### src/hdl/hbsd_pkg.sv
// ----------------------------------------------------------------------------
// hbsd_pkg
// Shared types, result codes and the CRC helper of the HDLC deframer.
// ----------------------------------------------------------------------------
package hbsd_pkg;

	localparam logic [1:0] KIND_PAYLOAD  = 2'd0;
	localparam logic [1:0] KIND_GOOD     = 2'd1;
	localparam logic [1:0] KIND_CRCERR   = 2'd2;
	localparam logic [1:0] KIND_OVERFLOW = 2'd3;

	localparam logic [1:0] REG_FLAG      = 2'd0;
	localparam logic [1:0] REG_ESCAPE    = 2'd1;
	localparam logic [1:0] REG_MASK      = 2'd2;
	localparam logic [1:0] REG_CRC_START = 2'd3;

	localparam logic [7:0]  FLAG_RESET      = 8'h7E;
	localparam logic [7:0]  ESCAPE_RESET    = 8'h7D;
	localparam logic [7:0]  MASK_RESET      = 8'h20;
	localparam logic [15:0] CRC_START_RESET = 16'hFFFF;
	localparam logic [15:0] CRC_POLY        = 16'h8408;

	localparam int LEN_W   = 6;
	localparam int LEN_MAX = 63;

	typedef struct packed {
		logic [7:0]  flag_value;
		logic [7:0]  escape_value;
		logic [7:0]  escape_mask;
		logic [15:0] crc_start;
	} hbsd_cfg_t;

	// One queue entry: the first result of a byte, plus a trailing overflow
	typedef struct packed {
		logic [1:0]       kind;
		logic [7:0]       data;
		logic [LEN_W-1:0] len;
		logic             two;
	} hbsd_entry_t;

	typedef struct packed {
		logic full;
		logic not_empty;
	} hbsd_q_stat_t;

	// Reflected CRC-CCITT update, LSB first
	function automatic logic [15:0] crc_fold(input logic [15:0] crc, input logic [7:0] b);
		logic [15:0] c;
		c = crc ^ {8'h00, b};
		for (int i = 0; i < 8; i++) begin
			if (c[0]) begin
				c = (c >> 1) ^ CRC_POLY;
			end else begin
				c = c >> 1;
			end
		end
		return c;
	endfunction

endpackage

### src/hdl/hbsd_if.sv
// ----------------------------------------------------------------------------
// hbsd_in_if / hbsd_out_if
// Valid/ready channels for raw bytes in and deframer results out.
// ----------------------------------------------------------------------------
interface hbsd_in_if;
	logic       valid;
	logic       ready;
	logic [7:0] in_byte;

	modport source (output valid, output in_byte, input ready);
	modport sink (input valid, input in_byte, output ready);
endinterface

interface hbsd_out_if;
	logic       valid;
	logic       ready;
	logic [1:0] out_kind;
	logic [7:0] out_byte;
	logic [5:0] frame_length;
	logic       run_last;

	modport source (output valid, output out_kind, output out_byte, output frame_length,
		output run_last, input ready);
	modport sink (input valid, input out_kind, input out_byte, input frame_length,
		input run_last, output ready);
endinterface

### src/hdl/hdlc_byte_stuff_deframer_crc16_top.sv
// ----------------------------------------------------------------------------
// hdlc_byte_stuff_deframer_crc16_top
// HDLC byte-stuffing deframer with reflected CRC-CCITT frame check.
// ----------------------------------------------------------------------------
// Usage:
//   in_ch carries raw link bytes; out_ch carries results (payload byte,
//   frame good with length, CRC error, overflow), run_last marking the last
//   result of a byte. Both are valid/ready; a transfer happens when both
//   are high. Flag, escape, mask and CRC start are set over APB at byte
//   addresses 0, 4, 8 and 12; the user must set them only while the block
//   is idle; the block does not enforce this. A byte's results pass through
//   the queue and the output register. Throughput: one byte per cycle while
//   the queue is not full; a byte causes at most one result except the byte
//   that overflows a frame after payload started, which causes two. The
//   front updates unstuffing and CRC in the cycle a byte is taken; the
//   output register issues one result a cycle while out_ch.ready is high.
//   A QDEPTH-entry queue decouples the two, so a stalled receiver fills the
//   queue before in_ch.ready drops. Reset clears the unstuffing state,
//   frame count, queue, output register; all registers go to defaults.
// ----------------------------------------------------------------------------
module hdlc_byte_stuff_deframer_crc16_top
	import hbsd_pkg::*;
#(
	parameter int FRAME_MAX = 64,
	parameter int QDEPTH    = 4
) (
	input  logic        clk,
	input  logic        arst_n,
	input  logic        psel,
	input  logic        penable,
	input  logic        pwrite,
	input  logic [3:0]  paddr,
	input  logic [31:0] pwdata,
	output logic [31:0] prdata,
	output logic        pready,
	hbsd_in_if.sink     in_ch,
	hbsd_out_if.source  out_ch
);

	hbsd_cfg_t    cfg;
	hbsd_entry_t  wr_entry;
	hbsd_entry_t  rd_entry;
	hbsd_q_stat_t stat;
	logic         accept;
	logic         push;
	logic         pop;

	assign in_ch.ready = !stat.full;
	assign accept      = in_ch.valid && in_ch.ready;

	hbsd_cfg u_cfg (
		.clk     (clk),
		.arst_n  (arst_n),
		.psel    (psel),
		.penable (penable),
		.pwrite  (pwrite),
		.paddr   (paddr),
		.pwdata  (pwdata),
		.prdata  (prdata),
		.pready  (pready),
		.cfg     (cfg)
	);

	hbsd_front #(.FRAME_MAX(FRAME_MAX)) u_front (
		.clk     (clk),
		.arst_n  (arst_n),
		.cfg     (cfg),
		.accept  (accept),
		.in_byte (in_ch.in_byte),
		.push    (push),
		.entry   (wr_entry)
	);

	hbsd_queue #(.DEPTH(QDEPTH)) u_queue (
		.clk      (clk),
		.arst_n   (arst_n),
		.push     (push),
		.wr_entry (wr_entry),
		.pop      (pop),
		.rd_entry (rd_entry),
		.stat     (stat)
	);

	hbsd_back u_back (
		.clk      (clk),
		.arst_n   (arst_n),
		.stat     (stat),
		.rd_entry (rd_entry),
		.pop      (pop),
		.out_ch   (out_ch)
	);

	// A non-final result is always followed at once by the overflow result
	a_second_overflow: assert property (@(posedge clk) disable iff (!arst_n)
		(out_ch.valid && out_ch.ready && !out_ch.run_last)
		|=> (out_ch.valid && out_ch.out_kind == KIND_OVERFLOW && out_ch.run_last))
		else $error("overflow result did not follow a non-final result");

	// Only a payload result can be followed by a second result
	a_two_after_payload: assert property (@(posedge clk) disable iff (!arst_n)
		(out_ch.valid && !out_ch.run_last) |-> (out_ch.out_kind == KIND_PAYLOAD))
		else $error("non-final result is not a payload byte");

	// The front never pushes into a full queue
	a_no_push_full: assert property (@(posedge clk) disable iff (!arst_n)
		push |-> !stat.full)
		else $error("queue push while full");

	// A good-frame length is only reported on a good-frame result
	a_len_kind: assert property (@(posedge clk) disable iff (!arst_n)
		(out_ch.valid && out_ch.out_kind != KIND_GOOD) |-> (out_ch.frame_length == 6'd0))
		else $error("frame length on a result other than frame good");

endmodule

### src/hdl/hbsd_cfg.sv
// ----------------------------------------------------------------------------
// hbsd_cfg
// APB register file: flag, escape, escape mask and CRC start value.
// ----------------------------------------------------------------------------
module hbsd_cfg
	import hbsd_pkg::*;
(
	input  logic        clk,
	input  logic        arst_n,
	input  logic        psel,
	input  logic        penable,
	input  logic        pwrite,
	input  logic [3:0]  paddr,
	input  logic [31:0] pwdata,
	output logic [31:0] prdata,
	output logic        pready,
	output hbsd_cfg_t   cfg
);

	hbsd_cfg_t  cfg_q;
	logic [1:0] idx;
	logic       wr_en;

	assign idx    = paddr[3:2];
	assign wr_en  = psel && penable && pwrite;
	assign pready = 1'b1;
	assign cfg    = cfg_q;

	always_ff @(posedge clk or negedge arst_n) begin
		if (!arst_n) begin
			cfg_q.flag_value   <= FLAG_RESET;
			cfg_q.escape_value <= ESCAPE_RESET;
			cfg_q.escape_mask  <= MASK_RESET;
			cfg_q.crc_start    <= CRC_START_RESET;
		end else if (wr_en) begin
			case (idx)
				REG_FLAG:      cfg_q.flag_value   <= pwdata[7:0];
				REG_ESCAPE:    cfg_q.escape_value <= pwdata[7:0];
				REG_MASK:      cfg_q.escape_mask  <= pwdata[7:0];
				REG_CRC_START: cfg_q.crc_start    <= pwdata[15:0];
				default: ;
			endcase
		end
	end

	always_comb begin
		case (idx)
			REG_FLAG:      prdata = {24'h0, cfg_q.flag_value};
			REG_ESCAPE:    prdata = {24'h0, cfg_q.escape_value};
			REG_MASK:      prdata = {24'h0, cfg_q.escape_mask};
			REG_CRC_START: prdata = {16'h0, cfg_q.crc_start};
			default:       prdata = 32'h0;
		endcase
	end

endmodule

### src/hdl/hbsd_front.sv
// ----------------------------------------------------------------------------
// hbsd_front
// Classifies each raw byte, unstuffs it, keeps the two-byte hold line and
// the running CRC, and pushes the results of the byte as one queue entry.
// ----------------------------------------------------------------------------
module hbsd_front
	import hbsd_pkg::*;
#(
	parameter int FRAME_MAX = 64
) (
	input  logic         clk,
	input  logic         arst_n,
	input  hbsd_cfg_t    cfg,
	input  logic         accept,
	input  logic [7:0]   in_byte,
	output logic         push,
	output hbsd_entry_t  entry
);

	localparam int CW = $clog2(FRAME_MAX);
	localparam int LW = (CW + 1 > 7) ? CW + 1 : 7;

	logic          esc_pend_q;
	logic [CW-1:0] count_q;
	logic [15:0]   crc_q;
	logic [7:0]    held0_q;
	logic [7:0]    held1_q;

	logic          is_flag;
	logic          is_esc;
	logic [7:0]    data;
	logic          enough;
	logic [CW:0]   cnt_inc;
	logic          ovf;
	logic [LW-1:0] len_full;
	logic [15:0]   crc_folded;

	assign is_flag    = (in_byte == cfg.flag_value);
	assign is_esc     = !is_flag && (in_byte == cfg.escape_value);
	assign data       = esc_pend_q ? (in_byte ^ cfg.escape_mask) : in_byte;
	assign enough     = (count_q >= CW'(2));
	assign cnt_inc    = {1'b0, count_q} + (CW+1)'(1);
	assign ovf        = (cnt_inc >= (CW+1)'(FRAME_MAX));
	assign len_full   = LW'(count_q) - LW'(2);
	assign crc_folded = crc_fold(crc_q, held0_q);

	always_comb begin
		push  = 1'b0;
		entry = '0;
		if (is_flag) begin
			if (!esc_pend_q && enough) begin
				push = 1'b1;
				if ({held1_q, held0_q} == crc_q) begin
					entry.kind = KIND_GOOD;
					entry.len  = (len_full > LW'(LEN_MAX)) ? LEN_W'(LEN_MAX)
						: len_full[LEN_W-1:0];
				end else begin
					entry.kind = KIND_CRCERR;
				end
			end
		end else if (!is_esc) begin
			if (enough) begin
				push       = 1'b1;
				entry.kind = KIND_PAYLOAD;
				entry.data = held0_q;
				entry.two  = ovf;
			end else if (ovf) begin
				push       = 1'b1;
				entry.kind = KIND_OVERFLOW;
			end
		end
		push = push && accept;
	end

	always_ff @(posedge clk or negedge arst_n) begin
		if (!arst_n) begin
			esc_pend_q <= 1'b0;
			count_q    <= '0;
			crc_q      <= CRC_START_RESET;
			held0_q    <= 8'h00;
			held1_q    <= 8'h00;
		end else if (accept) begin
			if (is_flag) begin
				esc_pend_q <= 1'b0;
				count_q    <= '0;
				crc_q      <= cfg.crc_start;
			end else if (is_esc) begin
				esc_pend_q <= 1'b1;
			end else begin
				esc_pend_q <= 1'b0;
				held0_q    <= held1_q;
				held1_q    <= data;
				if (ovf) begin
					// restart the frame; held bytes are dropped with the count
					count_q <= '0;
					crc_q   <= cfg.crc_start;
				end else begin
					count_q <= cnt_inc[CW-1:0];
					if (enough) begin
						crc_q <= crc_folded;
					end
				end
			end
		end
	end

endmodule

### src/hdl/hbsd_queue.sv
// ----------------------------------------------------------------------------
// hbsd_queue
// Small FIFO of result entries between the front and back parts.
// ----------------------------------------------------------------------------
module hbsd_queue
	import hbsd_pkg::*;
#(
	parameter int DEPTH = 4
) (
	input  logic          clk,
	input  logic          arst_n,
	input  logic          push,
	input  hbsd_entry_t   wr_entry,
	input  logic          pop,
	output hbsd_entry_t   rd_entry,
	output hbsd_q_stat_t  stat
);

	localparam int AW = (DEPTH > 1) ? $clog2(DEPTH) : 1;

	hbsd_entry_t mem_q [DEPTH];
	logic [AW-1:0] wr_ptr_q;
	logic [AW-1:0] rd_ptr_q;
	logic [AW:0]   fill_q;

	assign stat.full      = (fill_q == (AW+1)'(DEPTH));
	assign stat.not_empty = (fill_q != '0);
	assign rd_entry       = mem_q[rd_ptr_q];

	always_ff @(posedge clk) begin
		if (push) begin
			mem_q[wr_ptr_q] <= wr_entry;
		end
	end

	always_ff @(posedge clk or negedge arst_n) begin
		if (!arst_n) begin
			wr_ptr_q <= '0;
			rd_ptr_q <= '0;
			fill_q   <= '0;
		end else begin
			if (push) begin
				wr_ptr_q <= (wr_ptr_q == AW'(DEPTH - 1)) ? '0 : wr_ptr_q + AW'(1);
			end
			if (pop) begin
				rd_ptr_q <= (rd_ptr_q == AW'(DEPTH - 1)) ? '0 : rd_ptr_q + AW'(1);
			end
			case ({push, pop})
				2'b10:   fill_q <= fill_q + (AW+1)'(1);
				2'b01:   fill_q <= fill_q - (AW+1)'(1);
				default: fill_q <= fill_q;
			endcase
		end
	end

endmodule

### src/hdl/hbsd_back.sv
// ----------------------------------------------------------------------------
// hbsd_back
// Output register: takes one entry from the queue and sends its one or two
// results, the second being the overflow that ends an overlong frame.
// ----------------------------------------------------------------------------
module hbsd_back
	import hbsd_pkg::*;
(
	input  logic          clk,
	input  logic          arst_n,
	input  hbsd_q_stat_t  stat,
	input  hbsd_entry_t   rd_entry,
	output logic          pop,
	hbsd_out_if.source    out_ch
);

	logic        hold_q;
	logic        second_q;
	hbsd_entry_t ent_q;
	logic        xfer;
	logic        done;

	assign xfer = out_ch.valid && out_ch.ready;
	assign done = xfer && (second_q || !ent_q.two);
	assign pop  = stat.not_empty && (!hold_q || done);

	assign out_ch.valid        = hold_q;
	assign out_ch.out_kind     = second_q ? KIND_OVERFLOW : ent_q.kind;
	assign out_ch.out_byte     = second_q ? 8'h00 : ent_q.data;
	assign out_ch.frame_length = second_q ? 6'h00 : ent_q.len;
	assign out_ch.run_last     = second_q || !ent_q.two;

	always_ff @(posedge clk) begin
		if (pop) begin
			ent_q <= rd_entry;
		end
	end

	always_ff @(posedge clk or negedge arst_n) begin
		if (!arst_n) begin
			hold_q   <= 1'b0;
			second_q <= 1'b0;
		end else begin
			if (pop) begin
				hold_q   <= 1'b1;
				second_q <= 1'b0;
			end else if (done) begin
				hold_q   <= 1'b0;
				second_q <= 1'b0;
			end else if (xfer) begin
				// advance to the trailing overflow result
				second_q <= 1'b1;
			end
		end
	end

endmodule
### src/flat_wrapper.sv
// flat-port wrapper written by rule: the top's interface ports become plain ports
module hdlc_byte_stuff_deframer_crc16_top_flat import hbsd_pkg::*;
#(
	parameter int FRAME_MAX = 64,
	parameter int QDEPTH    = 4
)
  (clk, arst_n, psel, penable, pwrite, paddr, pwdata, prdata, pready, in_ch_valid, in_ch_in_byte, in_ch_ready, out_ch_valid, out_ch_out_kind, out_ch_out_byte, out_ch_frame_length, out_ch_run_last, out_ch_ready);
  hbsd_in_if in_ch_i ();
  hbsd_out_if out_ch_i ();
  input  logic clk;
  input  logic arst_n;
  input  logic psel;
  input  logic penable;
  input  logic pwrite;
  input  logic [3:0] paddr;
  input  logic [31:0] pwdata;
  output logic [31:0] prdata;
  output logic pready;
  input wire logic [$bits(in_ch_i.valid)-1:0] in_ch_valid;
  input wire logic [$bits(in_ch_i.in_byte)-1:0] in_ch_in_byte;
  output wire logic [$bits(in_ch_i.ready)-1:0] in_ch_ready;
  output wire logic [$bits(out_ch_i.valid)-1:0] out_ch_valid;
  output wire logic [$bits(out_ch_i.out_kind)-1:0] out_ch_out_kind;
  output wire logic [$bits(out_ch_i.out_byte)-1:0] out_ch_out_byte;
  output wire logic [$bits(out_ch_i.frame_length)-1:0] out_ch_frame_length;
  output wire logic [$bits(out_ch_i.run_last)-1:0] out_ch_run_last;
  input wire logic [$bits(out_ch_i.ready)-1:0] out_ch_ready;
  assign in_ch_i.valid = in_ch_valid;
  assign in_ch_i.in_byte = in_ch_in_byte;
  assign in_ch_ready = in_ch_i.ready;
  assign out_ch_valid = out_ch_i.valid;
  assign out_ch_out_kind = out_ch_i.out_kind;
  assign out_ch_out_byte = out_ch_i.out_byte;
  assign out_ch_frame_length = out_ch_i.frame_length;
  assign out_ch_run_last = out_ch_i.run_last;
  assign out_ch_i.ready = out_ch_ready;
  hdlc_byte_stuff_deframer_crc16_top #(.FRAME_MAX(FRAME_MAX), .QDEPTH(QDEPTH)) u_core (.clk(clk), .arst_n(arst_n), .psel(psel), .penable(penable), .pwrite(pwrite), .paddr(paddr), .pwdata(pwdata), .prdata(prdata), .pready(pready), .in_ch(in_ch_i), .out_ch(out_ch_i));
endmodule
### config.mk
export PLATFORM = sky130hd
export DESIGN_NAME = hdlc_byte_stuff_deframer_crc16_top_flat
export DESIGN_NICKNAME = d
export VERILOG_FILES = /design/src/hdl/hbsd_pkg.sv /design/src/hdl/hbsd_if.sv /design/src/hdl/hdlc_byte_stuff_deframer_crc16_top.sv /design/src/hdl/hbsd_cfg.sv /design/src/hdl/hbsd_front.sv /design/src/hdl/hbsd_queue.sv /design/src/hdl/hbsd_back.sv /design/src/flat_wrapper.sv
export SDC_FILE = /design/constraint.sdc
export NUM_CORES = 1
export LEC_CHECK = 0
export BUFFER_PORTS_ARGS = -buffer_cell sky130_fd_sc_hd__buf_4
export CAP_MARGIN = 25
export CORE_ASPECT_RATIO = 1.1
export CORE_MARGIN = 2
export CORE_UTILIZATION = 40
export CTS_BUF_LIST = sky130_fd_sc_hd__clkbuf_4 sky130_fd_sc_hd__clkbuf_8
export CTS_CLUSTER_DIAMETER = 50
export DETAILED_ROUTE_END_ITERATION = 10
export GPL_TIMING_DRIVEN = 0
export PLACE_DENSITY = 0.66
export SLEW_MARGIN = 5
export SYNTH_ARGS = -nofsm -noshare
export SYNTH_HDL_FRONTEND = slang
export SYNTH_SLANG_ARGS = --single-unit
### constraint.sdc
create_clock -name clk -period 2.97 [get_ports clk]
set_input_delay 0.297 -clock clk [delete_from_list [all_inputs] [get_ports clk]]
set_output_delay 0.297 -clock clk [all_outputs]
set_load 0.02 [all_outputs]
# == Yosys cells after proc, flatten, opt, wreduce, memory -nomap -nowiden ==
# Memory sizes are Yosys's and may differ from the RTL's. A register that Yosys moved wholly into a read port is not among the register bits.
# Cells that the tools add are included.
# totals
ff_bits,88
ram_bits,68
in_bits,51
output_inout_bits,52
word_cells,129
memories,1
# memory_table
name,depth,word_bits,rd,rd_clocked_by_memory_dff,wr,line,rtl
u_core.u_queue.mem_q,4,17,1,1,1,hbsd_queue.sv:21,hbsd_entry_t mem_q [DEPTH];
# classes
n_addsub,6
order_cmp,3
n_eq_ne,12
mux,52
n_bitwise,12
reduce_logical,29
# ops
operator,count
two-way mux 16 bit,12
case mux 32 bit (4 select lines),1
two-way mux 6 bit,8
two-way mux 8 bit,4
NOT 2 -> 3 bit,8
two-way mux 1 bit,17
equality test 16 bit,1
equality test 8 bit,2
two-way mux 2 bit,8
XOR 16 x 8 -> 16 bit,1
equality test 2 bit (second input constant),5
two-way mux 10 bit,1
AND reduction 2 bit,5
logical AND 1 bit,9
nonzero test 3 bit,3
XOR 8 bit,1
adder 6 x 1 -> 7 bit (second input constant),1
greater-or-equal comparator 7 bit (second input constant),1
greater-than comparator 7 x 6 -> 1 bit (second input constant),1
subtractor 6 x 2 -> 7 bit (second input constant),1
greater-or-equal comparator 6 x 2 -> 1 bit (second input constant),1
case mux 3 bit (2 select lines),1
AND reduction 3 bit,2
zero test 1 bit,5
10 further kinds,15

# == Depth between registers and ports, before layout ==
# logic_depth
depth_word,21
ltp_mapped,11
ltp_nobuf,11

# == Cells and area by module ==
# From an unflattened synthesis, not the netlist that was laid out.
# unflattened
hier_cells,552
area_unflattened_um2,8445.6
# modules_own_cells
mod,n_inst,cells_each,area_each_um2,seq_area_each_um2
hbsd_queue,1,124,2907.8,2217.1
hbsd_front,1,255,2845.2,996.0
hbsd_cfg,1,127,1954.4,1037.2
hbsd_back,1,44,728.2,560.5
hdlc_byte_stuff_deframer_crc16_top,1,2,10.0,0.0

# == Worst setup path after synthesis ==
# No wires, ideal clock.
# synth_timing
path_type,reg2reg
start,register u_core.u_back.second_q
end,register u_core.u_queue.fill_q[1]
setup_time_ps,125
t_arrival_ps,2871
required_ps,2845
path_slack_ps,-26
path_stages_with_launch,8
path_buffers,0
synth_period_minus_slack_ps,2996
cell_sequence,dfrtp_1 > inv_1 > nand2_1 > nand2_1 > a21oi_1 > ha_1 > fa_1 > mux2_2
# synth_via
elab_chain_cells,6
word_cells_on_any_way,8
classes_between,2 x eq/ne; 1 x mux; 5 x reduce/logical
# synth_lines
element,line,rtl
start: declaration,hbsd_back.sv:18,logic second_q;
start signal: assignment,hbsd_back.sv:42,second_q <= 1'b0;
start signal: assignment,hbsd_back.sv:46,second_q <= 1'b0;
start signal: assignment,hbsd_back.sv:49,second_q <= 1'b0;
logical OR 1 bit (*),-,
named net out_ch_run_last,flat_wrapper.sv:26,output wire logic [$bits(out_ch_i.run_last)-1:0] out_ch_run_last;
logical AND 1 bit (*),hbsd_back.sv:24,assign done = xfer && (second_q || !ent_q.two);
logical OR 1 bit (*),hbsd_back.sv:25,assign pop = stat.not_empty && (!hold_q || done);
logical AND 1 bit (*),hbsd_back.sv:25,
named net u_core.pop,hdlc_byte_stuff_deframer_crc16_top.sv:46,logic pop;
equality test 2 x 1 -> 1 bit / equality test 2 bit (equally long branches),hbsd_queue.sv:48,"case ({push, pop})"
case mux 3 bit (2 select lines) / nonzero test 2 bit (equally long branches),-,
end signal: assignment,hbsd_queue.sv:49,2'b10: fill_q <= fill_q + (AW+1)'(1);
end signal: assignment,hbsd_queue.sv:50,2'b01: fill_q <= fill_q - (AW+1)'(1);
end signal: assignment,hbsd_queue.sv:51,default: fill_q <= fill_q;
end: declaration,hbsd_queue.sv:24,logic [AW:0] fill_q;
# The timed path passes the listed nets; every way through them passes the cells marked *.
# A chain may end at the register's enable or synchronous reset.

# == Worst setup path in the final report ==
# layout_timing
start,register u_core.u_cfg.cfg_q (netlist bit u_core.u_cfg.cfg[39])
end,register u_core.u_queue.fill_q[2]
# layout_via
elab_chain_cells,8
word_cells_on_any_way,10
classes_between,3 x eq/ne; 3 x mux; 4 x reduce/logical
# layout_lines
element,line,rtl
start: declaration,hbsd_cfg.sv:20,hbsd_cfg_t cfg_q;
equality test 8 bit (*),hbsd_front.sv:38,assign is_flag = (in_byte == cfg.flag_value);
zero test 1 bit,hbsd_front.sv:39,assign is_esc = !is_flag && (in_byte == cfg.escape_value);
logical AND 1 bit,hbsd_front.sv:39,
two-way mux 1 bit,hbsd_front.sv:61,end else if (!is_esc) begin
two-way mux 1 bit (*),hbsd_front.sv:50,if (is_flag) begin
logical AND 1 bit (*),hbsd_front.sv:72,push = push && accept;
equality test 2 x 1 -> 1 bit / equality test 2 bit (equally long branches),hbsd_queue.sv:48,
case mux 3 bit (2 select lines) / nonzero test 2 bit (equally long branches),-,
# Every way passes the cells marked *; elsewhere a longest branch is shown, timed or not.

==> metrics.md <==
| Metric | Value |
|---|---|
| R2R depth | 12 |
| CTS tree | built |
| Vias/cell | 5.08 |
| Max FO, Critical Path | 8 |
| GR Util met1 | 0.209 |
| Post-route ant nets | 0 |
| Area leader, netlist | edfxtp_1 |
| Most frequent cell after synthesis | edfxtp_1 |
| Placed cell areas | 9240 sq um |
| CP Capture Type | register |
| Detailed-route via count | 4,732 |
| GR Layer Usage met2 | 0.278 |
| Largest net degree at the start of global routing | 58 |
| Pleak | 3.80 nW |
| Critical Path AT | 3.25 ns |
| Final setup viols | 0 |
| Initial DRC count | 191 |
| R2R Path Start | u_core.u_cfg.cfg[39] |
| Clock Path Buffers | 2 |
| Max cap viols | 0 |
| Clock Latency Late Sink | 0.45 ns |
| Die W | 142 microns |
| Final net count | 727 |
| Worst Setup Slack, final | 0.0995 ns |
| CTS sink cnt | 173 |
| Crit path buffers/inverters | 3 |
| Worst path cell trace | xor2_1 > nor4_4 > and2_1 > buf_4 > a2111oi_4 > buf_4 > inv_1 > ha_1 > fa_2 > xnor2_1 > nor2_1 > xor2_1 |
| Die height | 155 microns |
| Fmax | 348 MHz |
| Hold_ws | 0.0737 ns |
| Hold Path Sink | u_core.u_cfg.cfg[12] |
| Flops & latches, synth | 173 |
| Port Buf Inserts | 67 |
| CP top delay family | XOR/XNOR gates |
| Wire per inst | 18.1 microns |
| Worst-path clk slew | 0.10 ns |
| Main synth FF type | edfxtp_1 |
| Starting Density | 0.406 |
| GR peak layer | met2 |
| GRT Residual Overflow | 0 |
| Inserted Diodes | 0 |
| Vias in the first global route | 5,063 |
| Register area share after synthesis | 0.578 |
| Slowest cell delay on critical path | 0.43 ns |
| CTS root buffer | clkbuf_8 |
| Utilization after layout | 0.477 |
| Syn-to-layout area delta | 17.6% |
| CP Launch Type | register |
| Final hold violation count | 0 |
| Core footprint | 20,500 sq um |
| EDFF count, synth | 85 |
| CTS HTree Levels | 4 |
| Power Dens Cells | 1070 nW/um^2 |
| Die area | 22,000 sq um |
| Worst EP required | 3.35 ns |
| DRC errors left | 0 |
| Avg Cell Area, Syn | 15.1 sq um |
| Flop-to-flop setup slack | 0.1 ns |
| Skew final | 0.0151 ns |
| Place WS | -0.222 ns |
| Worst-Margin Slew | 0.890 ns |
| Final Non-Filler Cells | 932 |
| Distinct cells, synth | 53 |
| Row cnt | 55 |
| First-pass GRT wire length | 27,400 microns |
| Final Slew Violations | 0 |
| Largest cells by area after synthesis | edfxtp_1 (31%), dfstp_2 (14%), dfrtp_1 (13%) |
| Drt first pass iters | 4 |
| Met3 Track Usage GR | 0.0332 |
| Hold/Removal Path Class | input port to register |
| Hold path start | pwdata[12] |
| FFs w/ async S/R, synth | 0.509 |
| Period utilization | 0.966 |
| Number of CTS-inserted buffers | 17 |
| Critical R2R Capture | u_core.u_queue.fill_q[2] |
| Synth top area share | 0.307 |
| Synthesized area | 8320 sq um |
| Final instance area | 9780 sq um |
| Tmin final | 2.87 ns |
| Depth of the worst hold-timing path | 2 |
| Critical-path top delay cell | dfrtp_1 |
| Number of cells produced by synthesis | 552 |
| Tot Pwr | 10.5 mW |
| Critical path class | register to register |
| Fraction of layout cells with a size suffix above 1 | 0.467 |
| Rel. slew slack | 0.407 |
| Post-DP HPWL | 12,100 microns |
| Commonest cells post-synth | edfxtp_1 (85), mux2_2 (83), dfstp_2 (45) |
| Dpl cells | 892 |
| Setup TNS | 0 ns |
| Status | finished clean |
| Total GRT Usage | 0.161 |
| Gpl congestion | 0.831 |
| Worst vdd ir | 0.000391 V |
| WL final | 16,900 microns |
| Ys Warns | 0 |
| Initial antenna violation count | 0 |
| Ports | 103 |
| Critical path depth | 12 |
==> sequential cells by signal, indices dropped and copies added (netlist names) <==
signal / cells
u_core.u_front.crc_q: 16
u_core.u_queue.mem_q: 68
u_core.u_back.second_q: 1
u_core.u_back.out_ch.valid: 1
u_core.u_queue.wr_ptr_q: 2
u_core.u_back.ent_q: 17
u_core.u_cfg.cfg: 40
u_core.u_queue.fill_q: 3
u_core.u_front.held0_q: 8
u_core.u_front.count_q: 6
u_core.u_front.esc_pend_q: 1
u_core.u_front.held1_q: 8
u_core.u_queue.rd_ptr_q: 2
==> where the power goes <==
group          switching, mW  internal, mW
registers              0.550          3.67
clock network          0.927         0.794
logic                   2.18          2.39
total                   3.66          6.85
==> cells by family after synthesis <==
group                      synth area share
xor gates and xnor gates             0.0642
DFF                                   0.578
muxes                                 0.199
other                              0.000903
and+or+nand+nor                      0.0729
adders and majority gates            0.0205
AOI/OAI and AO/OA                    0.0323
buffers and inverters                0.0316
==> final cells by class <==
type	instances	area, sq um
Sequential cell	173	4810
Multi-Input combinational cell	346	3370
Tap cell	256	320
Clock inverter	14	176
Clock buffer	18	241
Buffer	38	226
Timing Repair Buffer	77	602
Fill cell	1763	10700
Inverter	10	37.5
==> routing by layer <==
layer  part of all wire  vias to the layer above
li1                   -                     2205
met1               0.43                     2378
met2               0.52                      138
met3              0.043                       11
met4             0.0082                        0
met5                  0                        -
==> worst max-delay path by stage <==
stage | startpoint | to | slack, ns
after global placement | u_core.u_cfg.cfg[38] | u_core.u_queue.fill_q[2] | -0.13
final | u_core.u_cfg.cfg[39] | u_core.u_queue.fill_q[2] | 0.1
after detailed placement | u_core.u_cfg.cfg[38] | u_core.u_queue.fill_q[2] | -0.22
after global routing | u_core.u_cfg.cfg[39] | u_core.u_queue.fill_q[2] | -0.009
after CTS | u_core.u_cfg.cfg[37] | u_core.u_queue.fill_q[2] | 0.04
after floorplan | u_core.u_cfg.cfg[33] | u_core.u_queue.fill_q[2] | 0.23
==> timing repair <==
item / CTS / global route
pin swaps: 1 / 4
hold buffers: 1 / 0
gates cloned: 0 / 0
resized for setup: 4 / 8
hold endpoints to repair: 22 / 0
buffers inserted: 2 / 4
endpoints found under the setup margin: 70 / 36
==> placed cells by master (no fill, tap or decap), drive strengths merged, types with 17 or more instances in the layout <==
cell type / netlist / final
buf: 25 / 102
clkbuf: 13 / 30
conb: 2 / 17
dfrtp: 43 / 43
dfstp: 45 / 45
edfxtp: 85 / 85
inv: 10 / 17
mux2: 93 / 93
mux4: 25 / 25
nand2: 22 / 22
xnor2: 36 / 36
xor2: 25 / 25
Note: power is estimated with default switching activity, not from simulation.
